$ cat src/design/floppy_drive_sector_timing_defines.svh
// Assertion macros shared by the floppy drive sector timing RTL.
`ifndef FLOPPY_DRIVE_SECTOR_TIMING_DEFINES_SVH
`define FLOPPY_DRIVE_SECTOR_TIMING_DEFINES_SVH

`ifndef SYNTH
// Check a property at every clock edge outside reset.
`define FDST_ASSERT(lbl, clk, rst, prop, msg) \
   lbl: assert property (@(posedge clk) disable iff (rst) (prop)) else $error(msg);
// Check a property at every clock edge, reset included.
`define FDST_ASSERT_ALWAYS(lbl, clk, prop, msg) \
   lbl: assert property (@(posedge clk) (prop)) else $error(msg);
`else
`define FDST_ASSERT(lbl, clk, rst, prop, msg)
`define FDST_ASSERT_ALWAYS(lbl, clk, prop, msg)
`endif

`endif

$ cat src/design/fdst_pkg.sv
// Types, constants and address helper for the floppy drive sector timing block.
package fdst_pkg;

   // Drive geometry
   localparam int TRACK_COUNT      = 77;
   localparam int SECTORS_ON_TRACK = 16;
   localparam int SECTOR_BYTES     = 270;

   // Field and state widths
   localparam int CMD_W    = 4;
   localparam int BYTE_W   = 8;
   localparam int ADDR_W   = 19;
   localparam int COUNT_W  = 16;
   localparam int SECTOR_W = 5;
   localparam int TRACK_W  = 7;
   localparam int INDEX_W  = 9;
   localparam int LIN_W    = 12;
   localparam int PROD_W   = 21;
   localparam int CSR_IDX_W  = 2;
   localparam int CSR_DATA_W = 16;

   // Queue between decode and execute
   localparam int QUEUE_DEPTH = 4;
   localparam int QPTR_W      = 2;
   localparam int QCNT_W      = 3;

   // Typed geometry constants
   localparam logic [TRACK_W-1:0]  TRACK_LAST   = TRACK_W'(TRACK_COUNT - 1);
   localparam logic [SECTOR_W-1:0] SECTOR_LIMIT = SECTOR_W'(SECTORS_ON_TRACK);
   localparam logic [INDEX_W-1:0]  INDEX_LIMIT  = INDEX_W'(SECTOR_BYTES);
   localparam logic [COUNT_W-1:0]  TICKS_RESET  = COUNT_W'(64);
   localparam int STATUS_NEW_BIT = 7;

   // Command codes on the request channel
   localparam logic [CMD_W-1:0] CMD_TICK       = 4'd0;
   localparam logic [CMD_W-1:0] CMD_STEP_IN    = 4'd1;
   localparam logic [CMD_W-1:0] CMD_STEP_OUT   = 4'd2;
   localparam logic [CMD_W-1:0] CMD_READY_WR   = 4'd3;
   localparam logic [CMD_W-1:0] CMD_ACTIVATE   = 4'd4;
   localparam logic [CMD_W-1:0] CMD_DEACTIVATE = 4'd5;
   localparam logic [CMD_W-1:0] CMD_STATUS     = 4'd6;
   localparam logic [CMD_W-1:0] CMD_RD_DATA    = 4'd7;
   localparam logic [CMD_W-1:0] CMD_WR_DATA    = 4'd8;

   // Register indexes on the control port
   localparam logic [CSR_IDX_W-1:0] REG_DISK_INSERTED = 2'd0;
   localparam logic [CSR_IDX_W-1:0] REG_ACTIVE_TICKS  = 2'd1;

   // Decoded operation
   typedef enum logic [3:0] {
      OP_TICK,
      OP_STEP_IN,
      OP_STEP_OUT,
      OP_READY_WR,
      OP_ACTIVATE,
      OP_DEACTIVATE,
      OP_STATUS,
      OP_RD_DATA,
      OP_WR_DATA,
      OP_NONE
   } op_type;

   typedef struct packed {
      op_type             op;
      logic [BYTE_W-1:0]  wbyte;
   } queue_entry_type;

   // Byte address of the first byte of a sector, modulo the address space
   function automatic logic [ADDR_W-1:0] seek_of(input logic [TRACK_W-1:0]  track,
                                                 input logic [SECTOR_W-1:0] sector);
      logic [LIN_W-1:0]  lin;
      logic [PROD_W-1:0] prod;
      lin  = LIN_W'(track) * LIN_W'(SECTORS_ON_TRACK) + LIN_W'(sector);
      prod = PROD_W'(lin) * PROD_W'(SECTOR_BYTES);
      return prod[ADDR_W-1:0];
   endfunction

endpackage

$ cat src/design/fdst_channels.sv
// Channel interfaces: command requests, results and control register writes.
interface fdst_req_if;
   logic                             valid;
   logic                             ready;
   logic [fdst_pkg::CMD_W-1:0]       cmd;
   logic [fdst_pkg::BYTE_W-1:0]      write_byte;
   modport source(output valid, cmd, write_byte, input ready);
   modport sink(input valid, cmd, write_byte, output ready);
endinterface

interface fdst_rsp_if;
   logic                             valid;
   logic                             ready;
   logic [fdst_pkg::BYTE_W-1:0]      reg_value;
   logic [fdst_pkg::ADDR_W-1:0]      mem_address;
   logic                             mem_read;
   logic                             mem_write;
   logic [fdst_pkg::BYTE_W-1:0]      mem_wdata;
   logic                             is_active;
   logic                             data_ready;
   logic                             at_home;
   modport source(output valid, reg_value, mem_address, mem_read, mem_write, mem_wdata,
                  is_active, data_ready, at_home, input ready);
   modport sink(input valid, reg_value, mem_address, mem_read, mem_write, mem_wdata,
                is_active, data_ready, at_home, output ready);
endinterface

interface fdst_csr_if;
   logic                             valid;
   logic                             ready;
   logic [fdst_pkg::CSR_IDX_W-1:0]   wr_index;
   logic [fdst_pkg::CSR_DATA_W-1:0]  wr_data;
   modport source(output valid, wr_index, wr_data, input ready);
   modport sink(input valid, wr_index, wr_data, output ready);
endinterface

$ cat src/design/fdst_front.sv
// Command intake: accepts requests and decodes them into queue entries.
module fdst_front (
   fdst_req_if.sink                   req_bus,
   input  logic                       queue_full,
   output logic                       push,
   output fdst_pkg::queue_entry_type  push_entry
);

   fdst_pkg::op_type op;

   // Classify the command code
   always_comb begin
      case (req_bus.cmd)
         fdst_pkg::CMD_TICK:       op = fdst_pkg::OP_TICK;
         fdst_pkg::CMD_STEP_IN:    op = fdst_pkg::OP_STEP_IN;
         fdst_pkg::CMD_STEP_OUT:   op = fdst_pkg::OP_STEP_OUT;
         fdst_pkg::CMD_READY_WR:   op = fdst_pkg::OP_READY_WR;
         fdst_pkg::CMD_ACTIVATE:   op = fdst_pkg::OP_ACTIVATE;
         fdst_pkg::CMD_DEACTIVATE: op = fdst_pkg::OP_DEACTIVATE;
         fdst_pkg::CMD_STATUS:     op = fdst_pkg::OP_STATUS;
         fdst_pkg::CMD_RD_DATA:    op = fdst_pkg::OP_RD_DATA;
         fdst_pkg::CMD_WR_DATA:    op = fdst_pkg::OP_WR_DATA;
         default:                  op = fdst_pkg::OP_NONE;
      endcase
   end

   // Take a transfer whenever the queue has room
   assign req_bus.ready    = !queue_full;
   assign push             = req_bus.valid && !queue_full;
   assign push_entry.op    = op;
   assign push_entry.wbyte = req_bus.write_byte;

endmodule

$ cat src/design/fdst_queue.sv
// Short command queue between decode and execute.
`include "floppy_drive_sector_timing_defines.svh"

module fdst_queue (
   input  logic                       clock,
   input  logic                       reset,
   input  logic                       push,
   input  fdst_pkg::queue_entry_type  push_entry,
   input  logic                       pop,
   output logic                       full,
   output logic                       not_empty,
   output fdst_pkg::queue_entry_type  head
);

   fdst_pkg::queue_entry_type entry_ff [fdst_pkg::QUEUE_DEPTH];
   logic [fdst_pkg::QPTR_W-1:0] wr_ptr_ff, wr_ptr_in;
   logic [fdst_pkg::QPTR_W-1:0] rd_ptr_ff, rd_ptr_in;
   logic [fdst_pkg::QCNT_W-1:0] count_ff, count_in;

   assign full      = (count_ff == fdst_pkg::QCNT_W'(fdst_pkg::QUEUE_DEPTH));
   assign not_empty = (count_ff != '0);
   assign head      = entry_ff[rd_ptr_ff];

   // Advance pointers and occupancy
   always_comb begin
      wr_ptr_in = push ? wr_ptr_ff + 1'b1 : wr_ptr_ff;
      rd_ptr_in = pop  ? rd_ptr_ff + 1'b1 : rd_ptr_ff;
      count_in  = count_ff;
      if (push && !pop) begin
         count_in = count_ff + 1'b1;
      end else if (pop && !push) begin
         count_in = count_ff - 1'b1;
      end
   end

   always_ff @(posedge clock) begin
      if (reset) begin
         wr_ptr_ff <= '0;
         rd_ptr_ff <= '0;
         count_ff  <= '0;
      end else begin
         wr_ptr_ff <= wr_ptr_in;
         rd_ptr_ff <= rd_ptr_in;
         count_ff  <= count_in;
      end
   end

   // Store the entry
   always_ff @(posedge clock) begin
      if (push) begin
         entry_ff[wr_ptr_ff] <= push_entry;
      end
   end

   `FDST_ASSERT(a_count_in_range, clock, reset, count_ff <= fdst_pkg::QCNT_W'(fdst_pkg::QUEUE_DEPTH), "queue count beyond depth")
   `FDST_ASSERT(a_no_overflow, clock, reset, !(push && full), "push into a full queue")
   `FDST_ASSERT(a_no_underflow, clock, reset, !(pop && !not_empty), "pop from an empty queue")

endmodule

$ cat src/design/fdst_back.sv
// Command execution: drive state, control registers and the result register.
`include "floppy_drive_sector_timing_defines.svh"

module fdst_back (
   input  logic                       clock,
   input  logic                       reset,
   input  logic                       queue_not_empty,
   input  fdst_pkg::queue_entry_type  head,
   output logic                       pop,
   fdst_csr_if.sink                   csr_bus,
   fdst_rsp_if.source                 rsp_bus
);

   // Control registers
   logic                                inserted_ff, inserted_in;
   logic [fdst_pkg::COUNT_W-1:0]        reload_ff, reload_in;
   // Drive state
   logic [fdst_pkg::COUNT_W-1:0]        act_ff, act_in;
   logic [fdst_pkg::SECTOR_W-1:0]       sector_ff, sector_in;
   logic [fdst_pkg::TRACK_W-1:0]        track_ff, track_in;
   logic [fdst_pkg::INDEX_W-1:0]        index_ff, index_in;
   logic                                new_sec_ff, new_sec_in;
   logic                                ready_ff, ready_in;
   logic                                open_ff, open_in;
   logic [fdst_pkg::ADDR_W-1:0]         base_ff, base_in;
   // Result register
   logic                                rsp_valid_ff, rsp_valid_in;
   logic [fdst_pkg::BYTE_W-1:0]         reg_value_ff, reg_value_in;
   logic [fdst_pkg::ADDR_W-1:0]         mem_address_ff, mem_address_in;
   logic                                mem_read_ff, mem_read_in;
   logic                                mem_write_ff, mem_write_in;
   logic [fdst_pkg::BYTE_W-1:0]         mem_wdata_ff, mem_wdata_in;
   logic                                is_active_ff, is_active_in;
   logic                                data_ready_ff, data_ready_in;
   logic                                at_home_ff, at_home_in;

   logic                                csr_wr;
   logic                                out_free;
   logic [fdst_pkg::SECTOR_W-1:0]       sec_inc;
   logic [fdst_pkg::COUNT_W-1:0]        act_dec;
   logic [fdst_pkg::COUNT_W-1:0]        act_reload;

   assign csr_bus.ready = 1'b1;
   assign csr_wr        = csr_bus.valid;
   assign out_free      = !rsp_valid_ff || rsp_bus.ready;
   // Register writes take the cycle; otherwise execute when the result slot frees
   assign pop           = queue_not_empty && out_free && !csr_wr;

   assign sec_inc    = sector_ff + 1'b1;
   assign act_dec    = act_ff - 1'b1;
   assign act_reload = (act_ff != '0) ? reload_ff : act_ff;

   // Next drive state and result fields
   always_comb begin
      inserted_in    = inserted_ff;
      reload_in      = reload_ff;
      act_in         = act_ff;
      sector_in      = sector_ff;
      track_in       = track_ff;
      index_in       = index_ff;
      new_sec_in     = new_sec_ff;
      ready_in       = ready_ff;
      open_in        = open_ff;
      base_in        = base_ff;
      reg_value_in   = '0;
      mem_address_in = '0;
      mem_read_in    = 1'b0;
      mem_write_in   = 1'b0;
      mem_wdata_in   = '0;

      if (csr_wr) begin
         case (csr_bus.wr_index)
            fdst_pkg::REG_DISK_INSERTED: begin
               inserted_in = csr_bus.wr_data[0];
               if (!csr_bus.wr_data[0]) begin
                  act_in     = '0;
                  sector_in  = '0;
                  track_in   = '0;
                  new_sec_in = 1'b0;
                  index_in   = '0;
               end
               open_in  = 1'b0;
               ready_in = 1'b0;
            end
            fdst_pkg::REG_ACTIVE_TICKS: begin
               reload_in = csr_bus.wr_data;
            end
            default: begin
            end
         endcase
      end else if (pop) begin
         case (head.op)
            fdst_pkg::OP_TICK: begin
               if (act_ff != '0) begin
                  if (index_ff != '0 && index_ff < fdst_pkg::INDEX_LIMIT && ready_ff) begin
                     // Data-ready gap in mid-sector
                     sector_in = sec_inc;
                     ready_in  = 1'b0;
                  end else begin
                     ready_in   = 1'b1;
                     index_in   = '0;
                     sector_in  = (sec_inc >= fdst_pkg::SECTOR_LIMIT) ? '0 : sec_inc;
                     new_sec_in = 1'b1;
                     if (act_dec == '0) begin
                        open_in    = 1'b0;
                        act_in     = '0;
                        sector_in  = '0;
                        track_in   = '0;
                        new_sec_in = 1'b0;
                        ready_in   = 1'b0;
                     end else begin
                        act_in = act_dec;
                        if (open_ff) begin
                           base_in = fdst_pkg::seek_of(track_ff,
                              (sec_inc >= fdst_pkg::SECTOR_LIMIT) ? '0 : sec_inc);
                        end
                     end
                  end
               end
            end
            fdst_pkg::OP_STEP_IN: begin
               ready_in = 1'b0;
               index_in = '0;
               act_in   = act_reload;
               if (track_ff < fdst_pkg::TRACK_LAST) begin
                  track_in = track_ff + 1'b1;
               end
            end
            fdst_pkg::OP_STEP_OUT: begin
               ready_in = 1'b0;
               index_in = '0;
               act_in   = act_reload;
               if (track_ff != '0) begin
                  track_in = track_ff - 1'b1;
               end
            end
            fdst_pkg::OP_READY_WR: begin
               act_in = act_reload;
            end
            fdst_pkg::OP_ACTIVATE: begin
               ready_in  = 1'b0;
               index_in  = '0;
               sector_in = '0;
               if (inserted_ff && act_ff == '0) begin
                  open_in = 1'b1;
                  act_in  = reload_ff;
                  base_in = fdst_pkg::seek_of(track_ff, '0);
               end
            end
            fdst_pkg::OP_DEACTIVATE: begin
               open_in    = 1'b0;
               act_in     = '0;
               sector_in  = '0;
               track_in   = '0;
               new_sec_in = 1'b0;
               ready_in   = 1'b0;
               index_in   = '0;
            end
            fdst_pkg::OP_STATUS: begin
               act_in       = act_reload;
               reg_value_in = fdst_pkg::BYTE_W'(sector_ff);
               if (new_sec_ff) begin
                  reg_value_in[fdst_pkg::STATUS_NEW_BIT] = 1'b1;
                  new_sec_in = 1'b0;
               end
            end
            fdst_pkg::OP_RD_DATA, fdst_pkg::OP_WR_DATA: begin
               act_in = act_reload;
               if (inserted_ff && open_ff && index_ff < fdst_pkg::INDEX_LIMIT) begin
                  mem_address_in = base_ff + fdst_pkg::ADDR_W'(index_ff);
                  if (head.op == fdst_pkg::OP_RD_DATA) begin
                     mem_read_in = 1'b1;
                  end else begin
                     mem_write_in = 1'b1;
                     mem_wdata_in = head.wbyte;
                  end
                  index_in = index_ff + 1'b1;
               end
            end
            default: begin
            end
         endcase
      end

      is_active_in  = (act_in != '0);
      data_ready_in = ready_in;
      at_home_in    = (track_in == '0);
   end

   // Hold the result until taken, load a new one on each executed command
   always_comb begin
      if (pop) begin
         rsp_valid_in = 1'b1;
      end else if (rsp_bus.ready) begin
         rsp_valid_in = 1'b0;
      end else begin
         rsp_valid_in = rsp_valid_ff;
      end
   end

   always_ff @(posedge clock) begin
      if (reset) begin
         inserted_ff  <= 1'b0;
         reload_ff    <= fdst_pkg::TICKS_RESET;
         act_ff       <= '0;
         sector_ff    <= '0;
         track_ff     <= '0;
         index_ff     <= '0;
         new_sec_ff   <= 1'b0;
         ready_ff     <= 1'b0;
         open_ff      <= 1'b0;
         base_ff      <= '0;
         rsp_valid_ff <= 1'b0;
      end else begin
         inserted_ff  <= inserted_in;
         reload_ff    <= reload_in;
         act_ff       <= act_in;
         sector_ff    <= sector_in;
         track_ff     <= track_in;
         index_ff     <= index_in;
         new_sec_ff   <= new_sec_in;
         ready_ff     <= ready_in;
         open_ff      <= open_in;
         base_ff      <= base_in;
         rsp_valid_ff <= rsp_valid_in;
      end
   end

   // Result payload
   always_ff @(posedge clock) begin
      if (pop) begin
         reg_value_ff   <= reg_value_in;
         mem_address_ff <= mem_address_in;
         mem_read_ff    <= mem_read_in;
         mem_write_ff   <= mem_write_in;
         mem_wdata_ff   <= mem_wdata_in;
         is_active_ff   <= is_active_in;
         data_ready_ff  <= data_ready_in;
         at_home_ff     <= at_home_in;
      end
   end

   assign rsp_bus.valid       = rsp_valid_ff;
   assign rsp_bus.reg_value   = reg_value_ff;
   assign rsp_bus.mem_address = mem_address_ff;
   assign rsp_bus.mem_read    = mem_read_ff;
   assign rsp_bus.mem_write   = mem_write_ff;
   assign rsp_bus.mem_wdata   = mem_wdata_ff;
   assign rsp_bus.is_active   = is_active_ff;
   assign rsp_bus.data_ready  = data_ready_ff;
   assign rsp_bus.at_home     = at_home_ff;

   `FDST_ASSERT(a_track_in_range, clock, reset, track_ff <= fdst_pkg::TRACK_LAST, "track beyond last")
   `FDST_ASSERT(a_index_in_range, clock, reset, index_ff <= fdst_pkg::INDEX_LIMIT, "byte index past sector end")
   `FDST_ASSERT(a_rd_wr_exclusive, clock, reset, !(rsp_valid_ff && mem_read_ff && mem_write_ff), "read and write in one result")

endmodule

$ cat src/design/floppy_drive_sector_timing.sv
// Top level of the floppy drive sector timing block.
//
//  channel   dir  handshake      payload
//  req_bus   in   valid/ready    cmd, write_byte
//  rsp_bus   out  valid/ready    reg_value, mem_address, mem_read, mem_write,
//                                mem_wdata, is_active, data_ready, at_home
//  csr_bus   in   valid/ready    wr_index, wr_data
//
// One command per cycle while the queue has room and neither a register write nor a
// stalled result holds execute; a result is registered in the cycle after its command
// leaves the four-entry queue. The execute stage updates all drive state per command.
// A register write takes the execute stage for its cycle; csr_bus.ready is always high.
// Synchronous reset clears drive state, reload ticks go to 64; no clearing pass needed.
// A stalled result holds in the output register while the queue keeps accepting.
module floppy_drive_sector_timing (
   input  logic         clock,
   input  logic         reset,
   fdst_req_if.sink     req_bus,
   fdst_rsp_if.source   rsp_bus,
   fdst_csr_if.sink     csr_bus
);

   logic                       push;
   logic                       pop;
   logic                       queue_full;
   logic                       queue_not_empty;
   fdst_pkg::queue_entry_type  push_entry;
   fdst_pkg::queue_entry_type  head;

   fdst_front u_front (
      .req_bus    (req_bus),
      .queue_full (queue_full),
      .push       (push),
      .push_entry (push_entry)
   );

   fdst_queue u_queue (
      .clock      (clock),
      .reset      (reset),
      .push       (push),
      .push_entry (push_entry),
      .pop        (pop),
      .full       (queue_full),
      .not_empty  (queue_not_empty),
      .head       (head)
   );

   fdst_back u_back (
      .clock           (clock),
      .reset           (reset),
      .queue_not_empty (queue_not_empty),
      .head            (head),
      .pop             (pop),
      .csr_bus         (csr_bus),
      .rsp_bus         (rsp_bus)
   );

endmodule

$ cat src/flat_wrapper.sv
// flat-port wrapper written by rule: the top's interface ports become plain ports
module floppy_drive_sector_timing_flat 
  (clock, reset, req_bus_valid, req_bus_cmd, req_bus_write_byte, req_bus_ready, rsp_bus_valid, rsp_bus_reg_value, rsp_bus_mem_address, rsp_bus_mem_read, rsp_bus_mem_write, rsp_bus_mem_wdata, rsp_bus_is_active, rsp_bus_data_ready, rsp_bus_at_home, rsp_bus_ready, csr_bus_valid, csr_bus_wr_index, csr_bus_wr_data, csr_bus_ready);
  fdst_req_if req_bus_i ();
  fdst_rsp_if rsp_bus_i ();
  fdst_csr_if csr_bus_i ();
  input  logic clock;
  input  logic reset;
  input wire logic [$bits(req_bus_i.valid)-1:0] req_bus_valid;
  input wire logic [$bits(req_bus_i.cmd)-1:0] req_bus_cmd;
  input wire logic [$bits(req_bus_i.write_byte)-1:0] req_bus_write_byte;
  output wire logic [$bits(req_bus_i.ready)-1:0] req_bus_ready;
  output wire logic [$bits(rsp_bus_i.valid)-1:0] rsp_bus_valid;
  output wire logic [$bits(rsp_bus_i.reg_value)-1:0] rsp_bus_reg_value;
  output wire logic [$bits(rsp_bus_i.mem_address)-1:0] rsp_bus_mem_address;
  output wire logic [$bits(rsp_bus_i.mem_read)-1:0] rsp_bus_mem_read;
  output wire logic [$bits(rsp_bus_i.mem_write)-1:0] rsp_bus_mem_write;
  output wire logic [$bits(rsp_bus_i.mem_wdata)-1:0] rsp_bus_mem_wdata;
  output wire logic [$bits(rsp_bus_i.is_active)-1:0] rsp_bus_is_active;
  output wire logic [$bits(rsp_bus_i.data_ready)-1:0] rsp_bus_data_ready;
  output wire logic [$bits(rsp_bus_i.at_home)-1:0] rsp_bus_at_home;
  input wire logic [$bits(rsp_bus_i.ready)-1:0] rsp_bus_ready;
  input wire logic [$bits(csr_bus_i.valid)-1:0] csr_bus_valid;
  input wire logic [$bits(csr_bus_i.wr_index)-1:0] csr_bus_wr_index;
  input wire logic [$bits(csr_bus_i.wr_data)-1:0] csr_bus_wr_data;
  output wire logic [$bits(csr_bus_i.ready)-1:0] csr_bus_ready;
  assign req_bus_i.valid = req_bus_valid;
  assign req_bus_i.cmd = req_bus_cmd;
  assign req_bus_i.write_byte = req_bus_write_byte;
  assign req_bus_ready = req_bus_i.ready;
  assign rsp_bus_valid = rsp_bus_i.valid;
  assign rsp_bus_reg_value = rsp_bus_i.reg_value;
  assign rsp_bus_mem_address = rsp_bus_i.mem_address;
  assign rsp_bus_mem_read = rsp_bus_i.mem_read;
  assign rsp_bus_mem_write = rsp_bus_i.mem_write;
  assign rsp_bus_mem_wdata = rsp_bus_i.mem_wdata;
  assign rsp_bus_is_active = rsp_bus_i.is_active;
  assign rsp_bus_data_ready = rsp_bus_i.data_ready;
  assign rsp_bus_at_home = rsp_bus_i.at_home;
  assign rsp_bus_i.ready = rsp_bus_ready;
  assign csr_bus_i.valid = csr_bus_valid;
  assign csr_bus_i.wr_index = csr_bus_wr_index;
  assign csr_bus_i.wr_data = csr_bus_wr_data;
  assign csr_bus_ready = csr_bus_i.ready;
  floppy_drive_sector_timing u_core (.clock(clock), .reset(reset), .req_bus(req_bus_i), .rsp_bus(rsp_bus_i), .csr_bus(csr_bus_i));
endmodule
$ cat config.mk
export PLATFORM = sky130hd
export DESIGN_NAME = floppy_drive_sector_timing_flat
export DESIGN_NICKNAME = d
export VERILOG_FILES = /design/src/design/fdst_pkg.sv /design/src/design/fdst_channels.sv /design/src/design/fdst_front.sv /design/src/design/fdst_queue.sv /design/src/design/fdst_back.sv /design/src/design/floppy_drive_sector_timing.sv /design/src/flat_wrapper.sv
export VERILOG_INCLUDE_DIRS = /design/src /design/src/design
export SDC_FILE = /design/constraint.sdc
export NUM_CORES = 1
export LEC_CHECK = 0
export CAP_MARGIN = 20
export CORE_MARGIN = 1
export CORE_UTILIZATION = 34
export CTS_BUF_LIST = sky130_fd_sc_hd__clkbuf_4
export CTS_CLUSTER_SIZE = 24
export DETAILED_ROUTE_END_ITERATION = 16
export DONT_BUFFER_PORTS = 1
export PLACE_DENSITY = 0.52
export SLEW_MARGIN = 20
export SYNTH_ARGS = -nofsm -noshare
export SYNTH_HDL_FRONTEND = slang
export SYNTH_SLANG_ARGS = --single-unit
$ cat constraint.sdc
create_clock -name clock -period 6.09 [get_ports clock]
set_input_delay 0.3045 -clock clock [delete_from_list [all_inputs] [get_ports clock]]
set_output_delay 0.3045 -clock clock [all_outputs]
set_load 0.02 [all_outputs]
==> impl_metrics.yaml, run 1 <==
run_status:
  status: "completed"
detailed_routing:
  wl_per_cell_um: 17.8
  wl_mm: 30.0
  ant_nets: 0
  drc: 0
  first_pass_iters: 6
  met1_length_mm: 14.8
  vias: 8978
  routed-wl-met2_mm: 13.7
  vias_per_cell: 5.34
  drt-initial-drc-count: 570
  topRoutingLayerUsed: "met4"
  dr_wl_met3_mm: 1.23
global_route:
  grt_pass1_vias: 8705
  grt_pass1_wl_mm: 48.2
  antenna_found_initial: 1
  overflow: 0
  gr-usage-all-layers_pct: 18.1
  grt_max_degree: 68
min_path:
  min_from: "reset"
  min_path_cells: 2
  min_path_type: "primary input to flip-flop"
  min_to: "u_core.u_back.track_ff[6]"
timing:
  fmax_mhz: 190
  finalCritPeriodShare_pct: 86.6
  setup_ws_ns: 0.815
  hold_viol: 0
  grt_setup_unrepaired: "no"
  setup_tns_ns: 0
  slew_headroom_pct: 33.1
  slew_viol_final: 0
  fin_worst_skew_ns: 0.0320
  setup_viol: 0
  worstMarginPinSlew_ns: 0.999
  fin_hold_ws_ns: 0.0313
  period_needed_ns: 5.28
placed_design:
  dp_hpwl_mm: 21.6
  gp_congestion: 0.868
  port_buffers: 0
  pre_cts_slack_ns: 0.858
finish:
  layout-drive-gt1-share_pct: 6.78
  post-route-util_pct: 38.7
  multi_input_area_mm2: 0.00657
  syn_to_final_growth_pct: 10.5
  fillers: 3386
  regArea_mm2: 0.00428
  nets: 1388
worst_setup_path:
  required_ns: 6.62
  crit_arrival_ns: 5.80
  r2r_start: "u_core.u_back.sector_ff[0]"
  critPathKind: "flip-flop to flip-flop"
  r2r_slack_ns: 0.81
  end_kind: "flip-flop"
  rr_worst_depth: 19
  worstPathMaxFanout: 5
  regToRegEndpoint: "u_core.u_back.base_ff[17]"
  worst_setup_path_start_kind: "flip-flop"
die:
  die_w_um: 186
  rows: 66
  boundaryPins: 78
  die_height_um: 186
  initial_core_util_pct: 35.0
  coreArea_mm2: 0.0329
  die_area_mm2: 0.0346
logic_synthesis:
  synth.distinct_cells: 91
  synth_top_area_share_pct: 22.5
  ys_warn_count: 0
  ys_ff_latch: 171
  syn_avg_cell_area_um2: 9.53
  synth.area.top_cells: "edfxtp_1 (22%), dfxtp_1 (15%), ha_1 (11%), fa_1 (4.2%), nand2_1 (3.4%)"
  ys.flop_type: "edfxtp_1"
  syn_inst: 1206
  synth_top_area_cell: "edfxtp_1"
  async_reset_ff_share_pct: 0
  ys_seq_area_share_pct: 37.3
  syn-cell-area_mm2: 0.0115
  synth-edff-count: 86
pwr:
  powerDensity_mw_per_mm2: 285
  power.total_uw: 3620
  ir_worst_vdd_mv: 0.194
  power.leakage_uw: 0.00501
clock_tree:
  cts_num_sinks: 171
  root_buffer: "clkbuf_4"
  worstSkewPairLatency_ns: 0.62
  cts_tree: "done"
  h-tree-depth: 4
  path_clk_slew_ns: 0.19
  numCtsBuffers: 17
  ctsLongestPathBuffers: 2
job:
  maxCapViolCount: 0
## cells by family after synthesis
group,count (synthesis),synth area share (%)
flip-flops,171,37.3
buffers and inverters,160,5.79
other,2,0.0653
AO/OA/AOI/OAI,276,16.1
AND/OR/NAND/NOR,398,18.4
multiplexers,20,3.08
adder cells (fa/ha/maj),127,15.4
XOR/XNOR,52,3.96
## through the flow
stage                     std cells  cell area, µm²
after CTS                      1681           12700
after floorplan                1208           11500
after global placement         1600           11800
after detailed placement       1600           11800
after global routing           1682           12700
final                          1682           12700
## worst max-delay path, cell delays in order (launching register included)
cell	delay, ns
dfxtp_1	0.45
ha_1	0.26
nand3_1	0.14
xnor2_1	0.17
nor2_1	0.30
ha_1	0.30
ha_1	0.28
inv_1	0.05
fa_1	0.59
inv_1	0.06
ha_1	0.29
a21o_1	0.18
a21o_1	0.20
a2111oi_0	0.64
o31ai_1	0.23
o41ai_1	0.41
o21ai_0	0.20
xor2_1	0.15
nand2_1	0.06
a311oi_1	0.26
## worst max path at each step
stage                                from  slack, ns  depth (start not counted)                         to
6_report       u_core.u_back.sector_ff[0]       0.81                         19  u_core.u_back.base_ff[17]
4_1_cts        u_core.u_back.sector_ff[0]       0.83                         19  u_core.u_back.base_ff[17]
3_5_place_dp   u_core.u_back.sector_ff[0]       0.86                         19  u_core.u_back.base_ff[17]
2_1_floorplan  u_core.u_back.sector_ff[0]       1.45                         19  u_core.u_back.base_ff[17]
3_3_place_gp   u_core.u_back.sector_ff[0]       0.94                         19  u_core.u_back.base_ff[17]
5_1_grt        u_core.u_back.sector_ff[0]       0.47                         19  u_core.u_back.base_ff[17]
## per-layer routing
| metal | up-vias | track usage [%] |
|---|---|---|
| met5 | - | 0 |
| met4 | 0 | 4.16 |
| met3 | 17 | 2.60 |
| met2 | 217 | 28.9 |
| met1 | 4335 | 25.5 |
| li1 | 4409 | - |
## state kept, by name, summed over array words and instances, names as in the netlist, named ones only
register                           cells
u_core.u_back.act_ff                  16
u_core.u_queue.count_ff                3
u_core.u_back.rsp_bus.mem_write        1
u_core.u_back.sector_ff                5
u_core.u_back.reload_ff               16
u_core.u_back.ready_ff                 1
u_core.u_queue.entry_ff               48
u_core.u_back.index_ff                 9
u_core.u_back.rsp_bus.mem_wdata        8
u_core.u_back.rsp_bus.mem_address     19
u_core.u_back.rsp_bus.is_active        1
u_core.u_back.rsp_bus.at_home          1
u_core.u_back.new_sec_ff               1
u_core.u_back.base_ff                 18
u_core.u_queue.rd_ptr_ff               2
u_core.u_back.track_ff                 7
u_core.u_back.rsp_bus.reg_value        6
u_core.u_back.rsp_bus.data_ready       1
u_core.u_back.rsp_bus.mem_read         1
u_core.u_back.rsp_bus.valid            1
u_core.u_back.open_ff                  1
u_core.u_queue.wr_ptr_ff               2
u_core.u_back.inserted_ff              1
## layout by cell type, fill, tap and decap left out, types with 9 or more instances in the layout
master,count
a211oi_1,20
a21o_1,15
a21oi_1,74
a221oi_1,10
a22oi_1,11
a31oi_1,11
and2_1,19
and3_1,19
clkbuf_4,17
dfxtp_1,85
dlygate4sd3_1,48
edfxtp_1,86
fa_1,24
ha_1,103
inv_1,101
mux4_2,11
nand2_1,103
nand3_1,20
nand4_1,10
nor2_1,103
nor2b_1,13
nor3_1,25
nor4_1,10
o21ai_0,53
o31ai_1,9
or3_1,15
or4_1,11
xnor2_1,40
xor2_1,12
## synth_stat cells (5+ instances only)
library cell,number
nand3_1,20
a22oi_1,11
a21o_1,15
mux4_2,11
clkbuf_1,33
o21ai_1,6
ha_1,103
nor4_1,10
a221oi_1,10
nor3_1,25
nand2b_1,6
edfxtp_1,86
nor2_1,103
nand4_1,10
fa_1,24
buf_2,13
or4_1,11
and3_1,19
inv_1,102
a21oi_1,74
nor2b_1,13
nor3b_1,5
and2_1,19
nand2_1,103
mux2i_1,8
nand4b_1,5
a211oi_1,20
o31ai_1,9
o21ai_0,53
or3_1,15
o211ai_1,6
xnor2_1,40
a31oi_1,11
dfxtp_1,85
buf_6,5
o21bai_1,6
a211o_1,5
xor2_1,12
## power by group
part	switching (µW)	internal, µW	leakage, µW
sequential	198	1390	0.00149
clock	555	225	0.000181
combinational	797	453	0.00334
## repair_timing
action	4_1_cts	5_1_grt
hold buffers	49	0
buffers inserted	0	0
setup endpoints to repair	0	0
resized for setup	0	0
endpoints found under the hold margin	118	0
## final cells by class
cell class	count	area share (%)
diodes	1	0.0197
clock buffers	17	1.00
clock inverters	15	1.78
inverters	103	3.04
multi-input cells	877	51.7
flip-flops and latches	171	33.7
well taps	442	4.35
repair buffers	56	4.41
No activity file was read; power rests on OpenSTA's default activity.
==> inputs of run 2 (changes only) <==
==> constraint.sdc (replaced) <==
create_clock -name clock -period 6.09 [get_ports clock]
set_input_delay 0 -clock clock [delete_from_list [all_inputs] [get_ports clock]]
set_output_delay 0 -clock clock [all_outputs]
set_load 0.02 [all_outputs]
==> run 2 against run 1 <==
Sequential cell count unchanged. Via count decreased by 0.72%. First-iteration DRC count decreased by 0.88%. Wire length decreased by 0.67%. Highest routed layer unchanged. Largest power group unchanged. Register-to-register slack about the same. Clock power decreased by 0.8%. Global-route usage decreased by 0.097 points. Worst setup slack improved by 0.0010 ns.
==> impl_metrics.yaml, run 2 (same netlist as run 1, synthesis figures left out) <==
run_status:
  status: "completed"
timing:
  setup_tns_ns: 0
  fin_hold_ws_ns: 0.0310
  period_needed_ns: 5.27
  grt_setup_unrepaired: "no"
  finalCritPeriodShare_pct: 86.6
  setup_viol: 0
  slew_viol_final: 0
  worstMarginPinSlew_ns: 0.977
  fin_worst_skew_ns: 0.0304
  fmax_mhz: 190
  slew_headroom_pct: 34.6
  hold_viol: 0
worst_setup_path:
  rr_worst_depth: 19
  cpPeakStageDelay_ns: 0.64
  path_delay_family: "compound AO/OA/AOI/OAI gates"
  cp_num_cells: 19
  worst_setup_path_start_kind: "flip-flop"
  worstPathMaxFanout: 5
  cpMostUsedCell: "ha_1"
  required_ns: 6.62
  critPathKind: "flip-flop to flip-flop"
  crit_buf_inv: 2
  cp_cell_sequence: "ha_1 > nand3_1 > xnor2_1 > nor2_1 > ha_1 > ha_1 > inv_1 > fa_1 > inv_1 > ha_1 > a21o_1 > a21o_1 > a2111oi_0 > o31ai_1 > o41ai_1 > o21ai_0 > xor2_1 > nand2_1 > a311oi_1"
  r2r_slack_ns: 0.82
  cpMaxStageDelayCell: "a2111oi_0"
  crit_arrival_ns: 5.80
  end_kind: "flip-flop"
die:
  die_area_mm2: 0.0346
  die_w_um: 186
  rows: 66
  boundaryPins: 78
  initial_core_util_pct: 35.0
  coreArea_mm2: 0.0329
  die_height_um: 186
global_route:
  grt_max_degree: 69
  grt_pass1_wl_mm: 48.0
  grt_pass1_vias: 8646
  antenna_found_initial: 1
  overflow: 0
  gr-usage-all-layers_pct: 18.0
finish:
  largest_register_ffs: 48
  postLayoutCellArea_mm2: 0.0127
  layout-drive-gt1-share_pct: 6.80
  stdcell_count: 1678
  fillers: 3393
  nets: 1384
  final_cell_mix: "nor2_1 (103), nand2_1 (103), ha_1 (103), inv_1 (101), edfxtp_1 (86)"
  syn_to_final_growth_pct: 10.2
  regMostFlops: "u_core.u_queue.entry_ff"
pwr:
  power.leakage_uw: 0.00502
  power.total_uw: 3610
  ir_worst_vdd_mv: 0.193
  powerDensity_mw_per_mm2: 285
detailed_routing:
  drt-initial-drc-count: 565
  ant_nets: 0
  wl_per_cell_um: 17.8
  drc: 0
  vias: 8913
  wl_mm: 29.8
  first_pass_iters: 5
  vias_per_cell: 5.31
clock_tree:
  cts_hold_buffers: 45
  cts-resized-gates: 0
  worstSkewPairLatency_ns: 0.63
  ctsLongestPathBuffers: 2
  cts_tree: "done"
  post_cts_buffers: 0
  numCtsBuffers: 17
  root_buffer: "clkbuf_4"
  path_clk_slew_ns: 0.20
  cts_num_sinks: 171
  h-tree-depth: 4
placed_design:
  gp_congestion: 0.868
  dp_cells: 1600
  dpl_cell_area_mm2: 0.0118
  dp_hpwl_mm: 21.6
  port_buffers: 0
min_path:
  min_path_type: "primary input to flip-flop"
  min_path_cells: 3
job:
  maxCapViolCount: 0
[run 2: cell count changes in the layout (fill, tap and decap cells not counted)]
cell	delta
dlygate4sd3_1	-4
[run 2: path summary, 6_finish.rpt]
| path | from | endpoint |
|---|---|---|
| setup reg to reg | u_core.u_back.sector_ff[0] | u_core.u_back.base_ff[17] |
| setup / recovery | u_core.u_back.sector_ff[0] | u_core.u_back.base_ff[17] |
| hold reg to reg | u_core.u_back.reload_ff[8] | u_core.u_back.reload_ff[8] |
| hold / removal | csr_bus_wr_index[0] | u_core.u_back.reload_ff[6] |
[run 2: metal layers]
metal / part of all wire (%) / vias up / global-route usage [%]
met4: 0.88 / 0 / 3.97
met2: 45 / 238 / 28.6
met5: 0 / - / 0
li1: - / 4398 / -
met3: 4.7 / 15 / 2.54
met1: 49 / 4262 / 25.6
[run 2: metrics by stage]
stage	util, %	setup WS (ns)
after floorplan	-	1.45
after global placement	36.0	0.941
after detailed placement	36.0	0.858
after CTS	38.5	0.829
after global routing	38.6	0.468
final	38.6	0.816
[run 2: layout make-up]
| cell class | instances | area [µm²] | share of cell area (%) |
|---|---|---|---|
| multi-input cells | 877 | 6570 | 51.9 |
| diodes | 1 | 2.50 | 0.0197 |
| well taps | 442 | 553 | 4.36 |
| clock buffers | 17 | 128 | 1.01 |
| clock inverters | 15 | 226 | 1.79 |
| repair buffers | 52 | 520 | 4.11 |
| inverters | 103 | 387 | 3.05 |
| flip-flops and latches | 171 | 4280 | 33.8 |
[run 2: report_power, final]
| part | internal, µW | total [µW] | switching (µW) |
|---|---|---|---|
| logic | 453 | 1250 | 798 |
| registers | 1390 | 1590 | 198 |
| clock network | 224 | 773 | 549 |
| total | 2070 | 3610 | 1540 |
[run 2: worst reg2reg max path: stages, from the launching register on]
cell and delay, ns:
dfxtp_1 0.45, ha_1 0.26, nand3_1 0.14, xnor2_1 0.17, nor2_1 0.30, ha_1 0.30, ha_1 0.28, inv_1 0.05
fa_1 0.59, inv_1 0.06, ha_1 0.29, a21o_1 0.18, a21o_1 0.20, a2111oi_0 0.64, o31ai_1 0.23, o41ai_1 0.41
o21ai_0 0.20, xor2_1 0.15, nand2_1 0.06, a311oi_1 0.26
==> inputs of run 3 (changes only) <==
--- a/config.mk
+++ b/config.mk
@@ -7,6 +7,7 @@
 export NUM_CORES = 1
 export LEC_CHECK = 0
 export CAP_MARGIN = 20
+export CORE_ASPECT_RATIO = 0.9
 export CORE_MARGIN = 1
 export CORE_UTILIZATION = 34
 export CTS_BUF_LIST = sky130_fd_sc_hd__clkbuf_4
==> run 3 against run 2 <==
Maximum frequency decreased by 0.68%. Worst hold slack better by 0.052 ns. Final area down 1.2%. Non-clock buffer count is 3 lower. Worst setup slack worse by 0.036 ns. Cell count shrank 1.4%. Wire length hardly changed. Count of clock-buffer cells in the layout did not move. Critical path depth unchanged. Global-route usage decreased by 0.30 points. Clock power decreased by 17%. Critical path type unchanged.
==> impl_metrics.yaml, run 3 (same netlist as run 1, synthesis figures left out) <==
worst_setup_path:
  r2r_slack_ns: 0.78
  path_delay_family: "compound AO/OA/AOI/OAI gates"
  rr_worst_depth: 19
  worst_setup_path_start_kind: "flip-flop"
  cp_cell_sequence: "ha_1 > nand3_1 > xnor2_1 > nor2_1 > ha_1 > ha_1 > inv_1 > fa_1 > inv_1 > ha_1 > a21o_1 > a21o_1 > a2111oi_0 > o31ai_1 > o41ai_1 > o21ai_0 > xor2_1 > nand2_1 > a311oi_1"
  end_kind: "flip-flop"
  worstPathMaxFanout: 5
  cpMaxStageDelayCell: "a2111oi_0"
  r2r_start: "u_core.u_back.sector_ff[0]"
  regToRegEndpoint: "u_core.u_back.base_ff[17]"
  critPathKind: "flip-flop to flip-flop"
  required_ns: 6.60
  cpMostUsedCell: "ha_1"
  cpPeakStageDelay_ns: 0.66
  crit_arrival_ns: 5.82
  crit_buf_inv: 2
detailed_routing:
  first_pass_iters: 5
  vias_per_cell: 5.38
  wl_per_cell_um: 18.0
  ant_nets: 0
  wl_mm: 29.8
  drc: 0
  vias: 8903
  drt-initial-drc-count: 701
clock_tree:
  worstSkewPairLatency_ns: 0.60
  ctsLongestPathBuffers: 2
  cts_tree: "done"
  numCtsBuffers: 17
  h-tree-depth: 4
  path_clk_slew_ns: 0.17
  root_buffer: "clkbuf_4"
  cts-resized-gates: 0
  cts_num_sinks: 171
placed_design:
  gp_congestion: 0.874
  dpl_cell_area_mm2: 0.0118
  port_buffers: 0
  dp_hpwl_mm: 21.8
finish:
  postLayoutCellArea_mm2: 0.0125
  largest_register_ffs: 48
  layout-drive-gt1-share_pct: 6.82
  syn_to_final_growth_pct: 8.88
  nets: 1381
  regMostFlops: "u_core.u_queue.entry_ff"
  final_cell_mix: "nor2_1 (103), nand2_1 (103), ha_1 (103), inv_1 (101), edfxtp_1 (86)"
die:
  die_area_mm2: 0.0346
  coreArea_mm2: 0.0331
  boundaryPins: 78
  initial_core_util_pct: 34.7
  die_w_um: 196
  die_height_um: 176
  rows: 63
global_route:
  antenna_found_initial: 1
  grt_pass1_vias: 8419
  overflow: 0
  gr-usage-all-layers_pct: 17.7
  grt_pass1_wl_mm: 47.4
  grt_max_degree: 69
pwr:
  ir_worst_vdd_mv: 0.197
  power.leakage_uw: 0.00498
  powerDensity_mw_per_mm2: 278
  power.total_uw: 3480
min_path:
  min_path_cells: 3
  min_to: "u_core.u_back.reload_ff[13]"
  min_from: "csr_bus_wr_data[13]"
  min_path_type: "primary input to flip-flop"
run_status:
  status: "completed"
timing:
  fin_worst_skew_ns: 0.0321
  slew_headroom_pct: 33.2
  grt_setup_unrepaired: "no"
  fmax_mhz: 188
  period_needed_ns: 5.31
  hold_viol: 0
  setup_viol: 0
  setup_tns_ns: 0
  worstMarginPinSlew_ns: 0.998
  finalCritPeriodShare_pct: 87.2
  slew_viol_final: 0
job:
  maxCapViolCount: 0
-- run 3: power by group --
group	leakage [µW]	internal, µW	switching, µW
registers	0.00149	1390	192
logic	0.00334	453	809
clock network	0.000147	179	460
-- run 3: metal layers --
metal	share of wire (%)	track usage [%]	up-vias	wire length, µm
li1	-	-	4383	-
met1	49	26.0	4250	14700
met2	43	26.2	253	12800
met3	6.6	3.65	17	1970
met4	0.96	4.26	0	285
met5	0	0	-	0
-- run 3: tightest hold or removal path, stage by stage --
cell,delay [ns]
dlygate4sd3_1,0.54
nand2_1,0.06
a21oi_1,0.05
-- run 3: how the worst max path moves through the flow --
stage                               startpoint                   endpoint  slack, ns  cells after the start
detailed placement  u_core.u_back.sector_ff[0]  u_core.u_back.base_ff[17]       0.81                     19
floorplan           u_core.u_back.sector_ff[0]  u_core.u_back.base_ff[17]       1.45                     19
CTS                 u_core.u_back.sector_ff[0]  u_core.u_back.base_ff[17]       0.78                     19
global route        u_core.u_back.sector_ff[0]  u_core.u_back.base_ff[17]       0.30                     19
finish              u_core.u_back.sector_ff[0]  u_core.u_back.base_ff[17]       0.78                     19
global placement    u_core.u_back.sector_ff[0]  u_core.u_back.base_ff[17]       0.96                     19
-- run 3: through the flow --
stage / worst slack [ns] / hold slack (ns) / util, % / instances
6_report: 0.780 / 0.0833 / 37.8 / 1655
3_5_place_dp: 0.809 / 0.0878 / 35.7 / 1581
2_1_floorplan: 1.45 / 0.0989 / - / 1208
3_3_place_gp: 0.961 / 0.0864 / 35.7 / 1581
5_1_grt: 0.302 / 0.0332 / 37.8 / 1655
4_1_cts: 0.777 / 0.000717 / 37.8 / 1653
-- run 3: repair_timing --
item	in CTS	in global routing
setup buffers	0	0
hold buffers	41	0
hold endpoints to repair	180	0
-- run 3: layout make-up --
class / instances / area, µm²
clock inverters: 14 / 130
multi-input cells: 877 / 6570
diodes: 2 / 5.00
fillers: 3378 / 20600
repair buffers: 49 / 488
well taps: 422 / 528
inverters: 103 / 387
clock buffers: 17 / 128
flip-flops and latches: 171 / 4280
